### src/hw/rtl/ibp_pkg.sv
// Shared types and constants for the image border padder.
// Beat payload structs, register index codes and fixed field widths.
// No dependencies.
package ibp_pkg;

  localparam int WORD_W      = 32;
  localparam int CFG_DATA_W  = 32;
  localparam int CFG_INDEX_W = 3;

  // Field widths of the size and pad registers as written
  localparam int WPP_RAW_W = 5;
  localparam int DIM_RAW_W = 11;
  localparam int PAD_RAW_W = 4;

  typedef enum logic [CFG_INDEX_W-1:0] {
    REG_WORDS_PER_PIXEL = 3'd0,
    REG_IMAGE_WIDTH     = 3'd1,
    REG_IMAGE_HEIGHT    = 3'd2,
    REG_PAD_TOP         = 3'd3,
    REG_PAD_BOTTOM      = 3'd4,
    REG_PAD_LEFT        = 3'd5,
    REG_PAD_RIGHT       = 3'd6,
    REG_FILL_WORD       = 3'd7
  } reg_index_t;

  typedef struct packed {
    logic              has_word;
    logic [WORD_W-1:0] source_word;
  } req_t;

  typedef struct packed {
    logic [WORD_W-1:0] out_word;
    logic              took_source;
    logic              frame_last;
  } resp_t;

endpackage

### src/hw/rtl/image_border_padder.sv
// Image border padder: a request beat passes an input register, then a
// result register, before it leaves as a result beat. Throughput is one
// request beat per cycle when the result channel is free; an interior request
// with no source word is retired without result, position counters unchanged.
// Reset (synchronous, active high) clears the row and column counters and
// returns the registers to words_per_pixel = image size = 1, pads and fill 0.
// Depends on ibp_pkg.
module image_border_padder import ibp_pkg::*; #(
  parameter int MAX_IMAGE_DIM       = 1024,
  parameter int MAX_PAD             = 15,
  parameter int MAX_WORDS_PER_PIXEL = 16
) (
  input  logic                   clk,
  input  logic                   rst,
  // configuration write port
  input  logic                   cfg_write,
  input  logic [CFG_INDEX_W-1:0] cfg_index,
  input  logic [CFG_DATA_W-1:0]  cfg_data,
  // request channel
  input  logic                   in_valid,
  output logic                   in_ready,
  input  req_t                   in_data,
  // result channel
  output logic                   out_valid,
  input  logic                   out_ready,
  output resp_t                  out_data
);

  // Effective caps: the smaller of the parameter and what the field can hold
  localparam int WPP_FIELD_MAX = (1 << WPP_RAW_W) - 1;
  localparam int DIM_FIELD_MAX = (1 << DIM_RAW_W) - 1;
  localparam int PAD_FIELD_MAX = (1 << PAD_RAW_W) - 1;
  localparam int WPP_CAP = (MAX_WORDS_PER_PIXEL < WPP_FIELD_MAX) ?
                           MAX_WORDS_PER_PIXEL : WPP_FIELD_MAX;
  localparam int DIM_CAP = (MAX_IMAGE_DIM < DIM_FIELD_MAX) ? MAX_IMAGE_DIM : DIM_FIELD_MAX;
  localparam int PAD_CAP = (MAX_PAD < PAD_FIELD_MAX) ? MAX_PAD : PAD_FIELD_MAX;

  localparam int SPAN_MAX      = 2 * PAD_CAP + DIM_CAP;
  localparam int ROW_WORDS_MAX = WPP_CAP * SPAN_MAX;

  localparam int WPP_W = $clog2(WPP_CAP + 1);
  localparam int DIM_W = $clog2(DIM_CAP + 1);
  localparam int PAD_W = (PAD_CAP > 0) ? $clog2(PAD_CAP + 1) : 1;
  localparam int ROW_W = $clog2(SPAN_MAX + 1);
  localparam int COL_W = $clog2(ROW_WORDS_MAX + 1);

  // Clamped configuration
  logic [WPP_W-1:0]  wpp, wpp_next;
  logic [DIM_W-1:0]  img_w, img_w_next;
  logic [DIM_W-1:0]  img_h, img_h_next;
  logic [PAD_W-1:0]  pad_t, pad_t_next;
  logic [PAD_W-1:0]  pad_b, pad_b_next;
  logic [PAD_W-1:0]  pad_l, pad_l_next;
  logic [PAD_W-1:0]  pad_r, pad_r_next;
  logic [WORD_W-1:0] fill, fill_next;

  // Frame geometry derived from the configuration
  logic [ROW_W-1:0] body_end, body_end_next;
  logic [ROW_W-1:0] total_rows, total_rows_next;
  logic [COL_W-1:0] left_words, left_words_next;
  logic [COL_W-1:0] mid_end, mid_end_next;
  logic [COL_W-1:0] row_words, row_words_next;

  // Position counters
  logic [ROW_W-1:0] row;
  logic [COL_W-1:0] col;

  // Pipeline registers
  logic  s1_valid;
  req_t  s1_data;

  // Stage logic
  logic             interior;
  logic             drop;
  logic             out_free;
  logic             s1_adv;
  logic             emit;
  logic [COL_W:0]   col_inc;
  logic [ROW_W:0]   row_inc;
  logic             col_end;
  logic             row_end;

  // Decode a register write and clamp the value into range
  always_comb begin
    wpp_next   = wpp;
    img_w_next = img_w;
    img_h_next = img_h;
    pad_t_next = pad_t;
    pad_b_next = pad_b;
    pad_l_next = pad_l;
    pad_r_next = pad_r;
    fill_next  = fill;
    if (cfg_write) begin
      unique case (reg_index_t'(cfg_index))
        REG_WORDS_PER_PIXEL: begin
          if (cfg_data[WPP_RAW_W-1:0] == '0) begin
            wpp_next = WPP_W'(1);
          end else if (int'(cfg_data[WPP_RAW_W-1:0]) > WPP_CAP) begin
            wpp_next = WPP_W'(WPP_CAP);
          end else begin
            wpp_next = WPP_W'(cfg_data[WPP_RAW_W-1:0]);
          end
        end
        REG_IMAGE_WIDTH: begin
          if (cfg_data[DIM_RAW_W-1:0] == '0) begin
            img_w_next = DIM_W'(1);
          end else if (int'(cfg_data[DIM_RAW_W-1:0]) > DIM_CAP) begin
            img_w_next = DIM_W'(DIM_CAP);
          end else begin
            img_w_next = DIM_W'(cfg_data[DIM_RAW_W-1:0]);
          end
        end
        REG_IMAGE_HEIGHT: begin
          if (cfg_data[DIM_RAW_W-1:0] == '0) begin
            img_h_next = DIM_W'(1);
          end else if (int'(cfg_data[DIM_RAW_W-1:0]) > DIM_CAP) begin
            img_h_next = DIM_W'(DIM_CAP);
          end else begin
            img_h_next = DIM_W'(cfg_data[DIM_RAW_W-1:0]);
          end
        end
        REG_PAD_TOP: begin
          if (int'(cfg_data[PAD_RAW_W-1:0]) > PAD_CAP) pad_t_next = PAD_W'(PAD_CAP);
          else pad_t_next = PAD_W'(cfg_data[PAD_RAW_W-1:0]);
        end
        REG_PAD_BOTTOM: begin
          if (int'(cfg_data[PAD_RAW_W-1:0]) > PAD_CAP) pad_b_next = PAD_W'(PAD_CAP);
          else pad_b_next = PAD_W'(cfg_data[PAD_RAW_W-1:0]);
        end
        REG_PAD_LEFT: begin
          if (int'(cfg_data[PAD_RAW_W-1:0]) > PAD_CAP) pad_l_next = PAD_W'(PAD_CAP);
          else pad_l_next = PAD_W'(cfg_data[PAD_RAW_W-1:0]);
        end
        REG_PAD_RIGHT: begin
          if (int'(cfg_data[PAD_RAW_W-1:0]) > PAD_CAP) pad_r_next = PAD_W'(PAD_CAP);
          else pad_r_next = PAD_W'(cfg_data[PAD_RAW_W-1:0]);
        end
        REG_FILL_WORD: fill_next = cfg_data[WORD_W-1:0];
      endcase
    end
  end

  // Derive the frame geometry from the incoming configuration
  always_comb begin
    body_end_next   = ROW_W'(pad_t_next) + ROW_W'(img_h_next);
    total_rows_next = body_end_next + ROW_W'(pad_b_next);
    left_words_next = COL_W'(wpp_next) * COL_W'(pad_l_next);
    mid_end_next    = COL_W'(wpp_next) * (COL_W'(pad_l_next) + COL_W'(img_w_next));
    row_words_next  = COL_W'(wpp_next) *
                      (COL_W'(pad_l_next) + COL_W'(img_w_next) + COL_W'(pad_r_next));
  end

  // Hold configuration and geometry
  always_ff @(posedge clk) begin
    if (rst) begin
      wpp        <= WPP_W'(1);
      img_w      <= DIM_W'(1);
      img_h      <= DIM_W'(1);
      pad_t      <= '0;
      pad_b      <= '0;
      pad_l      <= '0;
      pad_r      <= '0;
      fill       <= '0;
      body_end   <= ROW_W'(1);
      total_rows <= ROW_W'(1);
      left_words <= '0;
      mid_end    <= COL_W'(1);
      row_words  <= COL_W'(1);
    end else begin
      wpp        <= wpp_next;
      img_w      <= img_w_next;
      img_h      <= img_h_next;
      pad_t      <= pad_t_next;
      pad_b      <= pad_b_next;
      pad_l      <= pad_l_next;
      pad_r      <= pad_r_next;
      fill       <= fill_next;
      body_end   <= body_end_next;
      total_rows <= total_rows_next;
      left_words <= left_words_next;
      mid_end    <= mid_end_next;
      row_words  <= row_words_next;
    end
  end

  // Classify the current position and find the row and frame ends
  always_comb begin
    interior = (row >= ROW_W'(pad_t)) && (row < body_end) &&
               (col >= left_words) && (col < mid_end);
    drop     = interior && !s1_data.has_word;
    col_inc  = {1'b0, col} + (COL_W+1)'(1);
    row_inc  = {1'b0, row} + (ROW_W+1)'(1);
    col_end  = col_inc >= {1'b0, row_words};
    row_end  = row_inc >= {1'b0, total_rows};
    out_free = !out_valid || out_ready;
    s1_adv   = s1_valid && (drop || out_free);
    emit     = s1_adv && !drop;
  end

  assign in_ready = !s1_valid || s1_adv;

  // Capture request beats
  always_ff @(posedge clk) begin
    if (rst) begin
      s1_valid <= 1'b0;
    end else if (in_ready) begin
      s1_valid <= in_valid;
    end
  end

  always_ff @(posedge clk) begin
    if (in_valid && in_ready) begin
      s1_data <= in_data;
    end
  end

  // Advance the position on every emitted word
  always_ff @(posedge clk) begin
    if (rst) begin
      row <= '0;
      col <= '0;
    end else if (emit) begin
      if (col_end) begin
        col <= '0;
        if (row_end) row <= '0;
        else row <= row_inc[ROW_W-1:0];
      end else begin
        col <= col_inc[COL_W-1:0];
      end
    end
  end

  // Load the result register, drop it once taken
  always_ff @(posedge clk) begin
    if (rst) begin
      out_valid <= 1'b0;
    end else if (out_free) begin
      out_valid <= emit;
    end
  end

  always_ff @(posedge clk) begin
    if (emit) begin
      out_data.out_word    <= interior ? s1_data.source_word : fill;
      out_data.took_source <= interior;
      out_data.frame_last  <= col_end && row_end;
    end
  end

  // A closed frame restarts at the top left corner
  a_frame_restart: assert property (@(posedge clk) disable iff (rst)
    (emit && col_end && row_end) |=> (row == '0 && col == '0))
    else $error("counters did not restart after the last word of a frame");

  // A result only moves into a free result register
  a_no_overwrite: assert property (@(posedge clk) disable iff (rst)
    emit |-> (!out_valid || out_ready))
    else $error("result register overwritten while a beat was pending");

  // A retired request without result leaves the position alone
  a_drop_holds: assert property (@(posedge clk) disable iff (rst)
    (s1_valid && drop) |=> ($stable(row) && $stable(col)))
    else $error("position moved on a request that gave no result");

endmodule

### config.mk
export PLATFORM = sky130hd
export DESIGN_NAME = image_border_padder
export DESIGN_NICKNAME = d
export VERILOG_FILES = /design/src/hw/rtl/ibp_pkg.sv /design/src/hw/rtl/image_border_padder.sv
export SDC_FILE = /design/constraint.sdc
export NUM_CORES = 1
export LEC_CHECK = 0
export BUFFER_PORTS_ARGS = -buffer_cell sky130_fd_sc_hd__buf_2
export CELL_PAD_IN_SITES_DETAIL_PLACEMENT = 2
export CELL_PAD_IN_SITES_GLOBAL_PLACEMENT = 2
export CORE_AREA = 2 2 209 211
export CTS_BUF_LIST = sky130_fd_sc_hd__clkbuf_16
export CTS_CLUSTER_SIZE = 25
export DETAILED_ROUTE_END_ITERATION = 8
export DIE_AREA = 0 0 211 213
export GPL_TIMING_DRIVEN = 0
export PLACE_DENSITY = 0.86
export SKIP_CTS_REPAIR_TIMING = 1
export SLEW_MARGIN = 20
export SYNTH_ARGS = -nofsm -noshare
export SYNTH_HDL_FRONTEND = slang
export SYNTH_SLANG_ARGS = --single-unit
### constraint.sdc
create_clock -name clk -period 8.76 [get_ports clk]
set_clock_uncertainty 0.1 [all_clocks]
set_input_delay 1.752 -clock clk [delete_from_list [all_inputs] [get_ports clk]]
set_output_delay 1.752 -clock clk [all_outputs]
set_load 0.02 [all_outputs]
### Yosys cells after proc, flatten, opt, wreduce, memory -nomap -nowiden

Index checks and enable logic that the tools add are counted.
W data, S select, Z words.

| operators by class | value |
|---|---|
| equality and inequality tests | 7 |
| reduce and logical (&&, ||, !) cells | 20 |
| $lt $le $gt $ge | 8 |
| $add $sub $neg | 6 |
| multiplexer cells | 21 |
| multiply operators | 3 |

Operators by type and width:

| operator | number |
|---|---|
| $mux W11 | 7 |
| $mux W32 | 1 |
| $mux W4 | 8 |
| $mux W5 | 4 |
| $add A15 B1 Y16 const B | 1 |
| $ge A16 B15 Y1 | 1 |
| $ge A15 B15 Y1 | 1 |
| $lt A15 B15 Y1 | 1 |
| $mul A5 B13 Y15 | 1 |
| $mul A5 B15 Y15 | 1 |
| $mux W15 | 1 |
| $add A12 B4 Y13 | 1 |
| $add A11 B1 Y12 const B | 1 |
| $add A4 B11 Y12 | 1 |
| $eq A3 B3 Y1 const B | 4 |
| $ge A12 B11 Y1 | 1 |
| $add A11 B4 Y11 | 1 |
| $add A4 B11 Y11 | 1 |
| $ge A11 B4 Y1 | 1 |
| $gt A11 B11 Y1 const B | 1 |
| $logic_not A11 Y1 | 1 |
| $lt A11 B11 Y1 | 1 |
| $mul A5 B4 Y9 | 1 |
| $logic_and A1 B1 Y1 | 8 |
| other kinds (8) | 15 |

| word-level totals | value |
|---|---|
| input port bits | 73 |
| output and inout bits | 36 |
| logic and storage cells | 88 |
| register bits after elaboration | 237 |

### Depth between registers and ports, before layout

| depth | value |
|---|---|
| depth in word-level cells | 9 |
| gate-level depth with buffers | 30 |

### Worst setup path after synthesis

Ideal clock, no wire load.

| timing | value |
|---|---|
| path type | input to register |
| start | in cfg_index[1] |
| end | reg row_words[14] |
| path slack | 0.498 ns |
| stages | 29 |
| setup time | 0.065 ns |
| required time | 8.595 ns |
| data arrival time | 8.097 ns |
| path through | buf_6 nand4b_1 a21oi_1 inv_1 ha_1 fa_1 xnor2_1 inv_1 ha_1 nor2b_1 o21ai_0 nand2b_1 xnor2_1 nor2_1 fa_1 fa_1 inv_1 fa_1 inv_1 ha_1 nor2b_1 o21a_1 o21ai_0 nand2b_1 a211oi_1 o21bai_1 a21oi_1 xnor3_1 nor2_1 |

| on the way | value |
|---|---|
| cells in the longest elaborated chain, start to end | 6 |
| elaborated cells on any way between the ends | 15 |
| those cells by class | add/sub: 2; mul: 1; eq/ne: 3; mux: 8; reduce/logical: 1 |

Ends and longest elaborated chain:

| what | RTL line | RTL |
|---|---|---|
| start, declared | image_border_padder.sv:17 | `input logic [CFG_INDEX_W-1:0] cfg_index,` |
| $eq A3 B3 Y1 | image_border_padder.sv:94 | `unique case (reg_index_t'(cfg_index))` |
| $mux W4 | image_border_padder.sv:94 |  |
| $mux W4 | image_border_padder.sv:93 | `if (cfg_write) begin` |
| via pad_l_next[0] | image_border_padder.sv:53 | `logic [PAD_W-1:0] pad_l, pad_l_next;` |
| $add A4 B11 Y12 | image_border_padder.sv:150 | `(COL_W'(pad_l_next) + COL_W'(img_w_next) + COL_W'(pad_r_next));` |
| $add A12 B4 Y13 | image_border_padder.sv:150 |  |
| $mul A5 B13 Y15 | image_border_padder.sv:149 | `row_words_next = COL_W'(wpp_next) *` |
| end signal, assigned | image_border_padder.sv:182 | `row_words <= row_words_next;` |
| end, declared | image_border_padder.sv:62 | `logic [COL_W-1:0] row_words, row_words_next;` |

The timed path passes the listed nets, and every way through them passes these cells.
A chain may end at the register's enable or synchronous reset.

### Final worst setup path

| timing | value |
|---|---|
| start | in cfg_index[2] |
| end | reg row_words[14] |

| on the way | value |
|---|---|
| cells in the longest elaborated chain, start to end | 6 |
| elaborated cells on any way between the ends | 15 |
| those cells by class | add/sub: 2; mul: 1; eq/ne: 3; mux: 8; reduce/logical: 1 |

Ends and longest elaborated chain:

| what | RTL line | RTL |
|---|---|---|
| $eq A3 B1 Y1 | image_border_padder.sv:94 |  |
| $mux W11 | image_border_padder.sv:94 |  |
| $mux W11 | image_border_padder.sv:93 |  |
| via img_w_next[0] | image_border_padder.sv:49 | `logic [DIM_W-1:0] img_w, img_w_next;` |
| $add A4 B11 Y12 | image_border_padder.sv:150 |  |
| $add A12 B4 Y13 | image_border_padder.sv:150 |  |
| $mul A5 B13 Y15 | image_border_padder.sv:149 |  |

The timed path passes the listed nets, and every way through them passes these cells.

==> results.txt <==
outcome - finished, final reports clean
reported leakage power - 7.41 nW
library cell occupying the most area in the post-synthesis netlist - dfxtp_1
mean routed wirelength per cell - 24.9 um
most common cell in the netlist - nor2_1
vias in the first global route - 14200
Worst EP arrival - 8.91 ns
cell area after technology mapping - 14700 sq um
slew at the pin closest to its max-slew limit - 1.22 ns
type of the worst setup path - primary input to flip-flop
min-delay worst type - flip-flop to flip-flop
Die Width - 211 um
Crit Reg-Reg Startpoint - pad_l[2]
fraction of final layout cells with drive strength greater than 1 - 15.0%
CP Data Required Time - 9.12 ns
Setup Slack @ Placement - -1.18 ns
initial standard-cell utilization of the core - 34.5%
estimated wirelength of the detail-placed design - 40300 um
Max IR drop VDD - 0.167 mV
vertical die dimension - 213 um
post-synth cell types - 67
clk sink count - 231
worst skew pair latency - 0.55 ns
area growth from synthesis to layout - 15.4%
Inserted Diodes - 0
number of detailed-routing iterations run before antenna repair - 5
number of instances on the worst hold path - 2
H-Tree Level Count - 1
final worst-path cycle share - 97.6%
headroom to the max-slew limit - 17.7%
reg2reg end - row_words[14]
Min Clock Period, post-route - 8.55 ns
count of mapped cells out of synthesis - 1572
final setup vio count - 0
largest fanout of any net on the critical path - 5
max-capacitance violation count - 0
top cell type's share of synthesized area - 22.3%
post-layout net count - 1989
Max Slew Vio Count - 0
post-synthesis sequential area ratio - 35.9%
share of flip-flops with an asynchronous set or reset after synthesis - 0%
largest net degree at the start of global routing - 44
worst-case setup margin in the final layout - 0.210 ns
Post-synth EDFFs - 67
Synth warnings - 0
first-iteration detailed-routing DRC count - 674
maximum number of buffers from clock root to sink - 3
clock transition time at the flip-flop clock pins of the worst setup and hold paths - 0.06 ns
Tot GR Track Use - 24.4%
hold_sp - fill[24]
average cell area after synthesis - 9.38 sq um
routed via count - 12300
final wirelength - 56900 um
capture endpoint of the worst hold path - fill[24]
Critical Path Max Stage Delay - 0.54 ns
final standard cell area without fillers - 17000 sq um
Syn Nets - 1847
number of endpoints with negative hold slack in the final report - 0
first-pass GRT wire length - 83900 um
depth of the worst register-to-register path - 26
vias per inst - 5.39
placer's final routability congestion estimate - 0.833
power consumption - 2.60 mW
Worst setup EP type - flip-flop
Clk Tree Root Cell - clkbuf_16
maximum operating frequency - 117 MHz
DRC violation count after routing - 0
PwrDens - 152 nW/um^2
area inside the core boundary - 42700 sq um
area of the die - 44900 sq um
antenna violation net count after detailed routing - 0
Overflow after GRT - 0
slowest CP cell - fa_1
register bit count reported by yosys - 231
synth cell count leaders - nor2_1, dfxtp_1, inv_1
sum of negative setup slack - 0 ns
PortBufs - 105
cts bufs inserted - 27
placed standard-cell area - 16000 sq um
startpoint type of the worst setup path - primary input
flop-to-flop setup slack - 1.74 ns
leading post-synthesis cells by cell area - dfxtp_1, edfxtp_1, ha_1, fa_1, nor2_1
number of antenna violations at the first check in global routing - 1
TritonCTS clock tree - done
boundary pin count - 109
flip-flop cell with the highest count after synthesis - dfxtp_1
cell row count - 76
## routing by layer
metal	wire, um	part of all wire [%]	vias to the layer above	global-route usage (%)
li1	-	-	5497	-
met1	22600	40	6304	28.3
met2	29900	53	333	45.2
met3	1870	3.3	151	2.81
met4	2440	4.3	2	10.6
met5	11	0.019	-	0
## cells in the final DEF (no fill, tap or decap), types with 9 or more instances in the layout
cell / instances
a21o_1: 27
a21oi_1: 83
a32o_1: 10
and2_1: 32
and3_1: 18
buf_2: 110
buf_4: 9
clkbuf_1: 45
clkbuf_16: 27
dfxtp_1: 164
edfxtp_1: 67
fa_1: 68
ha_1: 132
inv_1: 169
mux2_2: 43
mux2i_1: 11
nand2_1: 150
nand2b_1: 28
nand3_1: 27
nor2_1: 168
nor2b_1: 33
nor3_1: 18
nor3b_1: 12
nor4_1: 9
o21a_1: 16
o21ai_0: 42
o21bai_1: 11
or2_2: 12
xnor2_1: 42
xnor2_2: 10
xor2_1: 33
## state kept, by name, indices dropped and copies added (netlist names)
register    cells
out_data       34
s1_data        33
fill           32
col            15
mid_end        15
row_words      15
body_end       11
img_h          11
img_w          11
row            11
total_rows     11
left_words      9
wpp             5
pad_b           4
pad_l           4
pad_r           4
pad_t           4
out_valid       1
s1_valid        1
## layout make-up
class / instances / area, sq um
well taps: 546 / 683
flip-flops and latches: 231 / 5300
fillers: 4593 / 25700
plain buffers: 56 / 243
clock inverters: 22 / 101
repair buffers: 115 / 621
multi-input cells: 1122 / 8790
inverters: 161 / 604
clock buffers: 27 / 676
## worst max-delay path: cells and delay by family
family	cells	cell delay, ns
mux	1	0.40
compound gates	6	1.22
simple gates	8	1.50
fa+ha+maj	7	2.95
buf+inv	4	0.36
xor+xnor	3	0.70
## power by group
group | total (mW) | leakage (nW) | internal (mW) | switching (mW)
Sequential | 1.17 | 1.97 | 1.15 | 0.0176
Combinational | 0.385 | 5.03 | 0.136 | 0.249
Clock | 1.04 | 0.409 | 0.557 | 0.486
Total | 2.60 | 7.41 | 1.84 | 0.753
## metrics by stage
| stage | utilization [%] | instances | hold WS [ns] |
|---|---|---|---|
| final | 39.9 | 2280 | 0.358 |
| after global routing | 39.9 | 2280 | 0.389 |
| after CTS | 39.3 | 2273 | 0.364 |
| after detailed placement | 37.5 | 2224 | 0.350 |
| after global placement | 37.4 | 2223 | 0.341 |
| after floorplan | - | 1572 | 0.334 |
## kinds of logic after synthesis
kind of cell	count (synthesis)	share of synthesized area, %
AOI/OAI and AO/OA	225	9.51
xor gates and xnor gates	92	5.76
adders and majority gates	202	20.7
buffers and inverters	219	5.77
DFF	231	35.9
muxes	61	4.76
other	2	0.0509
and+or+nand+nor	540	17.5
## how the worst max path moves through the flow
stage	startpoint	end	slack [ns]	cells past startpoint
floorplan	cfg_index[1]	row_words[14]	0.50	29
global placement	cfg_index[2]	row_words[14]	-0.86	29
detailed placement	cfg_index[0]	row_words[14]	-1.18	29
CTS	cfg_index[0]	row_words[14]	-0.73	29
global route	cfg_index[2]	row_words[14]	-0.05	29
finish	cfg_index[2]	row_words[14]	0.21	29
No activity file was read; power rests on OpenSTA's default activity.
